**config.mk**
```make
export PLATFORM = sky130hd
export DESIGN_NAME = vsr_seq
export DESIGN_NICKNAME = d
export VERILOG_FILES = /design/src/rtl/vsr_pkg.sv /design/src/rtl/vsr_seq.sv
export SDC_FILE = /design/constraint.sdc
export NUM_CORES = 1
export LEC_CHECK = 0
export BUFFER_PORTS_ARGS = -buffer_cell sky130_fd_sc_hd__buf_2
export CAP_MARGIN = 40
export CORE_MARGIN = 3
export CORE_UTILIZATION = 35
export CTS_BUF_LIST = sky130_fd_sc_hd__clkbuf_4
export CTS_CLUSTER_SIZE = 12
export DETAILED_ROUTE_END_ITERATION = 12
export SLEW_MARGIN = 20
export SYNTH_ARGS = -nofsm -noshare
export SYNTH_HDL_FRONTEND = slang
export SYNTH_SLANG_ARGS = --single-unit
```
**constraint.sdc**
```tcl
create_clock -name clk -period 5.92 [get_ports clk]
set_input_delay 0.592 -clock clk [delete_from_list [all_inputs] [get_ports clk]]
set_output_delay 0.592 -clock clk [all_outputs]
set_load 0.02 [all_outputs]
```
**src/rtl/vsr_pkg.sv**
```systemverilog
// ----------------------------------------------------------------------------
// vsr_pkg
// Shared types, sizes and arithmetic helpers for the vertex scatter/reduce
// engine: command codes, memory geometry and the scatter/reduce operators.
// ----------------------------------------------------------------------------
`default_nettype none

package vsr_pkg;

  localparam int VERTEX_COUNT = 65536;
  localparam int VALUE_W      = 32;

  localparam int VERTEX_W  = 16;
  localparam int LOAD_W    = 32;
  localparam int OUT_VAL_W = 32;
  localparam int WIDE_W    = 64;

  localparam int MEM_DEPTH = (VERTEX_COUNT < 65536) ? VERTEX_COUNT : 65536;
  localparam int ADDR_W    = (MEM_DEPTH > 1) ? $clog2(MEM_DEPTH) : 1;

  typedef logic [1:0]          cmd_t;
  typedef logic [VERTEX_W-1:0] vtx_t;
  typedef logic [LOAD_W-1:0]   load_t;
  typedef logic [OUT_VAL_W-1:0] out_val_t;
  typedef logic [VALUE_W-1:0]  value_t;
  typedef logic [ADDR_W-1:0]   addr_t;

  localparam cmd_t CMD_LOAD = 2'd0;
  localparam cmd_t CMD_EDGE = 2'd1;
  localparam cmd_t CMD_SYNC = 2'd2;
  localparam cmd_t CMD_READ = 2'd3;

  localparam logic MODE_SUM = 1'b0;
  localparam logic MODE_MIN = 1'b1;

  // read and write request for one property memory
  typedef struct packed {
    logic   re;
    addr_t  raddr;
    logic   we;
    addr_t  waddr;
    value_t wdata;
  } mem_req_t;

  // one result beat handed to the output stage
  typedef struct packed {
    logic     valid;
    vtx_t     vertex;
    out_val_t value;
    logic     changed;
  } res_t;

  function automatic logic vtx_ok(input vtx_t v);
    return ({1'b0, v} < (VERTEX_W+1)'(MEM_DEPTH));
  endfunction

  function automatic addr_t vtx_addr(input vtx_t v);
    return v[ADDR_W-1:0];
  endfunction

  function automatic value_t load_to_val(input load_t x);
    logic [WIDE_W-1:0] t;
    t = WIDE_W'(x);
    return t[VALUE_W-1:0];
  endfunction

  function automatic out_val_t val_to_out(input value_t v);
    logic [WIDE_W-1:0] t;
    t = WIDE_W'(v);
    return t[OUT_VAL_W-1:0];
  endfunction

  // min mode: plus one, saturating at all ones ("unreached")
  function automatic value_t scatter(input logic mode, input value_t v);
    if (mode == MODE_MIN) begin
      return (v == '1) ? v : v + value_t'(1);
    end
    return v;
  endfunction

  function automatic value_t reduce(input logic mode, input value_t acc, input value_t upd);
    if (mode == MODE_MIN) begin
      return (upd < acc) ? upd : acc;
    end
    return acc + upd;
  endfunction

endpackage

`default_nettype wire

```
**src/rtl/vsr_seq.sv**
```systemverilog
// ----------------------------------------------------------------------------
// vsr_seq
// Item sequencer: takes one beat, reads both property memories, then
// modifies and writes back (load, edge reduce, sync) and forms the result.
// ----------------------------------------------------------------------------
`default_nettype none

module vsr_seq (
  input  wire logic              clk,
  input  wire logic              rst_n,
  input  wire logic              in_valid,
  output      logic              in_ready,
  input  wire vsr_pkg::cmd_t     in_cmd,
  input  wire vsr_pkg::vtx_t     in_src_vertex,
  input  wire vsr_pkg::vtx_t     in_dst_vertex,
  input  wire vsr_pkg::load_t    in_load_value,
  input  wire logic              reduce_mode,
  input  wire logic              res_free,
  input  wire vsr_pkg::value_t   cur_rdata,
  input  wire vsr_pkg::value_t   nxt_rdata,
  output      vsr_pkg::mem_req_t cur_req,
  output      vsr_pkg::mem_req_t nxt_req,
  output      vsr_pkg::res_t     res
);
  import vsr_pkg::*;

  localparam logic ST_IDLE = 1'b0;
  localparam logic ST_EXEC = 1'b1;

  logic    state_r, state_nxt;
  cmd_t    cmd_r;
  vtx_t    src_r;
  vtx_t    dst_r;
  load_t   ld_r;

  logic   accept;
  logic   has_res;
  logic   go;
  logic   src_ok;
  logic   dst_ok;
  value_t edge_val;

  assign accept   = in_valid && in_ready;
  assign in_ready = (state_r == ST_IDLE);

  always_ff @(posedge clk) begin
    if (!rst_n) begin
      state_r <= ST_IDLE;
    end else begin
      state_r <= state_nxt;
    end
  end

  always_ff @(posedge clk) begin
    if (accept) begin
      cmd_r <= in_cmd;
      src_r <= in_src_vertex;
      dst_r <= in_dst_vertex;
      ld_r  <= in_load_value;
    end
  end

  assign has_res  = (cmd_r == CMD_SYNC) || (cmd_r == CMD_READ);
  assign go       = !has_res || res_free;
  assign src_ok   = vtx_ok(src_r);
  assign dst_ok   = vtx_ok(dst_r);
  assign edge_val = reduce(reduce_mode, nxt_rdata, scatter(reduce_mode, cur_rdata));

  always_comb begin
    state_nxt = state_r;
    unique case (state_r)
      ST_IDLE: begin
        if (accept) begin
          state_nxt = ST_EXEC;
        end
      end
      ST_EXEC: begin
        if (go) begin
          state_nxt = ST_IDLE;
        end
      end
      default: state_nxt = ST_IDLE;
    endcase
  end

  // read both memories on the accept edge; the edge source goes to current
  always_comb begin
    cur_req.re    = accept;
    cur_req.raddr = vtx_addr((in_cmd == CMD_EDGE) ? in_src_vertex : in_dst_vertex);
    nxt_req.re    = accept;
    nxt_req.raddr = vtx_addr(in_dst_vertex);

    cur_req.waddr = vtx_addr(dst_r);
    nxt_req.waddr = vtx_addr(dst_r);
    cur_req.we    = 1'b0;
    nxt_req.we    = 1'b0;
    cur_req.wdata = nxt_rdata;
    nxt_req.wdata = edge_val;

    if (state_r == ST_EXEC && go && dst_ok) begin
      unique case (cmd_r)
        CMD_LOAD: begin
          cur_req.we    = 1'b1;
          cur_req.wdata = load_to_val(ld_r);
          nxt_req.we    = 1'b1;
          nxt_req.wdata = load_to_val(ld_r);
        end
        CMD_EDGE: nxt_req.we = src_ok;
        CMD_SYNC: cur_req.we = 1'b1;
        CMD_READ: ;
        default: ;
      endcase
    end
  end

  always_comb begin
    res.valid   = (state_r == ST_EXEC) && has_res && res_free;
    res.vertex  = dst_r;
    res.value   = '0;
    res.changed = 1'b0;
    if (dst_ok) begin
      if (cmd_r == CMD_SYNC) begin
        res.value   = val_to_out(nxt_rdata);
        res.changed = (nxt_rdata != cur_rdata);
      end else begin
        res.value = val_to_out(cur_rdata);
      end
    end
  end

  a_accept_exec: assert property (@(posedge clk) disable iff (!rst_n)
    accept |=> (state_r == ST_EXEC))
    else $error("accepted beat did not start execution");

  a_res_cmd: assert property (@(posedge clk) disable iff (!rst_n)
    res.valid |-> (state_r == ST_EXEC) && ((cmd_r == CMD_SYNC) || (cmd_r == CMD_READ)))
    else $error("result from a command that gives none");

  a_cur_wr: assert property (@(posedge clk) disable iff (!rst_n)
    cur_req.we |-> (state_r == ST_EXEC) && ((cmd_r == CMD_LOAD) || (cmd_r == CMD_SYNC)))
    else $error("unexpected write to current memory");

  a_no_read_exec: assert property (@(posedge clk) disable iff (!rst_n)
    (state_r == ST_EXEC) |-> !cur_req.re && !nxt_req.re)
    else $error("memory read while an item executes");

endmodule

`default_nettype wire

```
==> results.md, run 1 <==
* Status: complete, no violations
* Final setup TNS at 0 ps
* GR Overflow Total at 0
* Crit path launch type: input pin
* Post-synthesis cell count at 875
* Post-CTS Setup Bufs at 0
* Min-delay src: in_load_value[8]
* Pre-CTS WS at 204.3 ps
* Max incr delay on CP at around 400 ps
* Post-Syn Area at approximately 7400 sq um
* Met1 wire length at 11500 um
* Worst path arrival time at about 5000 ps
* Vias in the first global route at 7065
* Final clock skew at ~18 ps
* CP max-delay cell: or3b_1
* H-Tree Depth at 2
* Main synth FF type: edfxtp_1
* Synth area leaders: edfxtp_1, ha_1, mux2_2
* Fin util at 0.4370
* Final period utilization at 0.9354
* Critical path, cell by cell: buf_2, ha_1, and2_1, nor3b_2, a41oi_4, and3_1, nand3_1, xnor2_2, ha_1, a21oi_1, o21ai_0, a211oi_2, a31oi_1, nor3_4, buf_12, mux2i_1, o21ai_0, or3b_1, buf_2
* Hold slack at around 320 ps
* Power Total at around 1.5 mW
* Critical path depth in cells at 19
* R2R Setup Slk at roughly 4000 ps
* Final cell count without fillers at roughly 1400
* Highest Signal Layer: met5
* DRC at 0
* Critical R2R Launch: state_r
* Nets at 1323
* Leakage at roughly 4 nW
* Max Root-Sink Buffers at 2
* Drt initial violations at between 400 and 500
* Max Clk Rate at 180.6 MHz
* Die height at 151.2 um
* Site Rows at 52
* Port-buffer cells at approximately 320
* Met3 wire length at ~2100 um
* Die W at ~150 um
* List of most frequent post-synthesis cells: nand2_1, xnor2_1, ha_1
* Slew @ Worst Pin at a little over 800 ps
* Worst Hold Class: input pin to register
* Clock Sinks at 51
* Setup slack after layout at ~380 ps
* Peak VDD IR at around 0.090 mV
* Hold buffers post-CTS at 0
* Syn avg cell area at 8.428 sq um
* DR vias/cell at 5.276
* Distinct cell type count after synthesis at 84
* Layout cells sized above 1 at 0.3879
* Endpoints failing setup at 0
* Post-synthesis async set-or-reset flop share at 0
* Synthesis-to-layout area growth at 21.45%
* Crit Path Max Fanout at 19
* Post-synthesis register bit count at 51
* First-pass GRT wire length at approximately 41000 um
* Period minus WS final at roughly 5500 ps
* RePlAce Congestion at between 0.9 and 1
* Via count at between 7000 and 8000
* Antenna violations before repair at 4
* Seq. cell area at roughly 1500 sq um
* Area after DPL at roughly 9000 sq um
* Slew margin rel. at 0.4482
* Dpl hpwl at 23330 um
* Multi-input gate area at a little over 5000 sq um
* Finished Cell Area at 8956 sq um
* Unrepaired setup endpoints after global routing: false
* Routed len/inst at between 20 and 25 um
* Met2 Routed Length at 13980 um
* CP Class: input pin to primary output
* Largest net degree at the start of global routing at 73
* Io pins at 318
* R2R cell count at 2
* Routed WL at roughly 28000 um
* Number of synthesized flops with an enable pin at 50
* Synth top area share at 0.2036
* Core area at slightly above 20000 sq um
* Largest area contributor in the netlist: edfxtp_1
* Synth Net Count at approximately 1100
* Critical path's top delay family: simple AND/OR/NAND/NOR gates
* Endpoint class of the critical path: primary output
* Starting density of the core at 0.3598
* Max cap viols at 0
* Clk root buf: clkbuf_4
* Cts bufs inserted at 5
* Final Max Tran Viols at 0
* Layout fillers at about 2200
* Hold path cells at 1
* DP Cell Count at about 1400
* Worst skew pair latency at 420 ps
* DR pass1 iterations at 5
* Setup crit end: nxt_req[24]
* Clk slew on worst S/H paths at 190 ps
* Endpoints failing hold at 0
* FF-to-FF End: ld_r[25]
* Warnings from Yosys at 0
* Die ar. at 22850 sq um
* Req. time, crit path at roughly 5300 ps
* Buf/Inv on CP at 3
* PD cells at between 150 and 200 nW/um^2
* Crit. Startpoint: cur_rdata[0]
* ANT nets after route at 0
* CTS tree: yes
* Sequential share of the synthesized area at 0.2063
* Tot GR Track Use at 0.2333
==> worst register-to-register path, stage by stage, from the launching register on <==
cell,delay (ps)
dfxtp_1,390
nor2b_4,670
buf_4,530
==> placed cells by master, fill, tap and decap left out, types with 3 or more instances in the layout <==
master    synthesis  layout
a21oi_1          54      54
and4_1            3       3
a221oi_1          3       3
or4_1             3       3
nand2_1          70      70
nand4_1          20      20
o22ai_1           3       3
and2_1            6       6
nor2_1           54      54
o211ai_1         12      12
mux2i_1          15      15
o21ai_1           8       8
a211oi_1          4       3
inv_1            60      60
o31ai_1           6       6
nor2b_1          11       9
a31oi_1           8       8
nand3_1          17      17
nand2b_1          6       6
and3_1            5       5
o21bai_1          5       5
a21o_1           11      11
o21ai_0          57      57
buf_2             6     317
ha_1             64      63
o221ai_1          7       7
or3_1             4       4
buf_12            0       3
xnor2_1          70      69
nor3_2            4       3
edfxtp_1         50      50
mux2_2           57      57
nor3_1           11      10
xor2_1           12      12
clkbuf_4          0       6
nor4_1            6       5
o21a_1            3       3
buf_4            54      14
==> worst min-delay path by stage <==
stage                    to  slack (ps)
floorplan           state_r         590
global placement    state_r         680
detailed placement  state_r         690
CTS                 ld_r[8]         300
global route        ld_r[6]         290
finish              ld_r[8]         320
==> timing repair <==
action | in CTS | in global routing
hold endpoints to repair | 0 | 0
gates resized for setup | 0 | 5
endpoints found under the setup margin | 0 | 4
==> registers in the layout, summed over array words and instances (netlist names) <==
name / count
dst_r: 16
cmd_r: 2
ld_r: 32
state_r: 1
==> cell type report <==
cell class,count,share of cell area
sequential,51,0.1699
clock buffer,6,0.005029
tap,270,0.03772
multi-input combinational,670,0.5617
antenna,1,0.0002794
inverter,61,0.02557
clock inverter,2,0.004191
timing repair buffer,334,0.1956
==> report_power, final <==
group	total, mW	internal (mW)	switching (mW)
Clock	0.233	0.0936	0.140
Sequential	0.435	0.423	0.0125
Combinational	0.847	0.319	0.528
Total	1.52	0.835	0.680
==> layer usage <==
layer | GRT usage | up-vias
met4 | 0.05168 | 6
met5 | 0 | -
met2 | 0.4175 | 298
met3 | 0.04817 | 36
met1 | 0.2881 | 3444
li1 | - | 3576
==> kinds of logic after synthesis <==
| group | share of synthesized area |
|---|---|
| and+or+nand+nor | 0.1732 |
| AOI/OAI and AO/OA | 0.1782 |
| buffers and inverters | 0.1188 |
| xor gates and xnor gates | 0.1018 |
| muxes | 0.1105 |
| adders and majority gates | 0.1113 |
| DFF | 0.2063 |
Note: power is estimated with default switching activity, not from simulation.
==> run 2: changes to the inputs <==
--- a/config.mk
+++ b/config.mk
@@ -7,6 +7,7 @@
 export LEC_CHECK = 0
 export BUFFER_PORTS_ARGS = -buffer_cell sky130_fd_sc_hd__buf_2
 export CAP_MARGIN = 40
+export CORE_ASPECT_RATIO = 0.75
 export CORE_MARGIN = 3
 export CORE_UTILIZATION = 35
 export CTS_BUF_LIST = sky130_fd_sc_hd__clkbuf_4
==> results.md, run 2 (same netlist as run 1, synthesis figures left out) <==
* Layout cells sized above 1 at 0.3849
* Site Rows at 45
* RePlAce Congestion at around 0.95
* Routed WL at 28660 um
* Die ar. at 22870 sq um
* Flop pwr share at 0.290
* Int Pwr at between 0.7 and 0.8 mW
* Crit Path Max Fanout at 17
* PD cells at ~170 nW/um^2
* Die height at about 130 um
* Hold buffers post-CTS at 0
* Top reg by flops: ld_r
* Met2 GRT Util at 0.3764
* GR Overflow Total at 0
* Endpoints failing setup at 0
* Routed len/inst at about 20 um
* Crit path launch type: input pin
* Layout fillers at around 2100
* Peak VDD IR at 0.08629 mV
* Largest net degree at the start of global routing at 39
* Clk slew on worst S/H paths at 210 ps
* Req. time, crit path at 5330 ps
* First-pass GRT wire length at ~43000 um
* Clk pwr share at 0.141
* Endpoints failing hold at 0
* Hold slack at a little over 300 ps
* Psw at about 0.71 mW
* Starting density of the core at 0.3608
* Final clock skew at ~13 ps
* Worst path arrival time at 5020 ps
* Die W at 173.6 um
* Met3 Use GR at 0.05546
* Post-CTS Setup Bufs at 0
* Max Clk Rate at ~180 MHz
* Final setup TNS at 0 ps
* Cts bufs inserted at 5
* Synthesis-to-layout area growth at 21.46%
* Most frequent cells in the layout: buf_2, nand2_1, xnor2_1, ha_1, inv_1
* Port-buffer cells at roughly 320
* Core area at approximately 20000 sq um
* Antenna violations before repair at 1
* Leakage at ~4 nW
* Final period utilization at 0.9473
* Status: complete, no violations
* Fin util at 0.4383
* DR vias/cell at 5.344
* Most common cell after layout, fill and taps aside: buf_2
* Unrepaired setup endpoints after global routing: false
* Finished Cell Area at roughly 9000 sq um
* Period minus WS final at 5608 ps
* H-Tree Depth at 2
* Worst Hold Class: input pin to register
* Slew margin rel. at 0.4892
* Via count at between 7000 and 8000
* DRC at 0
* Worst skew pair latency at about 440 ps
* Clk root buf: clkbuf_4
* Sw frac at 0.4703
* Vias in the first global route at slightly above 7000
* Nets at roughly 1300
* Dpl hpwl at ~24000 um
* Area after DPL at between 8000 and 9000 sq um
* Grt met1 use at 0.3421
* Max Root-Sink Buffers at 2
* Tot GR Track Use at 0.2394
* Drt initial violations at about 690
* CTS tree: yes
* Io pins at 318
* Endpoint class of the critical path: primary output
* Clock Sinks at 51
* Max cap viols at 0
* Max reg flops at 32
* Slew @ Worst Pin at around 760 ps
* Biggest registers after layout: ld_r x32, dst_r x16, cmd_r x2
* DR pass1 iterations at 5
* Gr busiest metal: met2
* Combinational share of power at 0.570
* ANT nets after route at 0
* CP Class: input pin to primary output
* Final Max Tran Viols at 0
==> run 2: layout make-up <==
| type | instances | area (sq um) | area share |
|---|---|---|---|
| timing repair buffer | 335 | 1779 | 0.1986 |
| multi-input combinational | 670 | 5006 | 0.5589 |
| clock inverter | 3 | 28.78 | 0.003213 |
| tap | 282 | 352.8 | 0.03939 |
| antenna | 1 | 2.502 | 0.0002794 |
| sequential | 51 | 1521 | 0.1699 |
| inverter | 61 | 229.0 | 0.02556 |
| clock buffer | 5 | 37.54 | 0.004191 |
==> run 2: power groups by stage <==
stage | sequential [mW] | combinational, mW | clock [mW]
after floorplan | 0.449 | 0.559 | 0
after global placement | 0.443 | 0.848 | 0
after detailed placement | 0.444 | 0.845 | 0
after CTS | 0.436 | 0.850 | 0.219
after global routing | 0.439 | 0.921 | 0.233
final | 0.435 | 0.856 | 0.212
==> run 2: stage by stage <==
step | worst slack [ps] | cells | total power [mW]
after global placement | 271.1 | 1397 | 1.291
after detailed placement | 246.8 | 1398 | 1.290
after global routing | 2.911 | 1408 | 1.593
after floorplan | 970.9 | 875 | 1.008
after CTS | 250.9 | 1406 | 1.505
final | 312.2 | 1408 | 1.503
==> run 2: worst paths after layout <==
kind,depth (start not counted),slack [ps],endpoint,startpoint
setup / recovery,19,310,nxt_req[24],cur_rdata[0]
hold / removal,1,310,ld_r[21],in_load_value[21]
setup reg to reg,3,4420,ld_r[1],state_r
hold reg to reg,1,670,dst_r[8],state_r
==> run 2: routing by layer <==
metal,part of all wire,vias up
met5,0,-
met4,0.0086,0
met1,0.46,3525
li1,-,3596
met2,0.44,379
met3,0.092,24
==> run 2: critical path, cell delays in order <==
cell and delay [ps]:
buf_2 140, ha_1 220, and2_1 150, nor3b_2 170, a41oi_4 400, and3_2 360
nand3_1 110, xnor2_1 290, ha_1 370, a21oi_1 170, o21ai_0 170, a211oi_1 330
a31oi_1 180, nor3_4 310, buf_12 220, mux2i_1 200, o21ai_0 90, or3b_1 380
buf_2 170
==> run 2: repair_timing <==
action / CTS / global route
hold endpoints to repair: 0 / 0
setup endpoints to repair: 0 / 6
gates resized for setup: 0 / 1
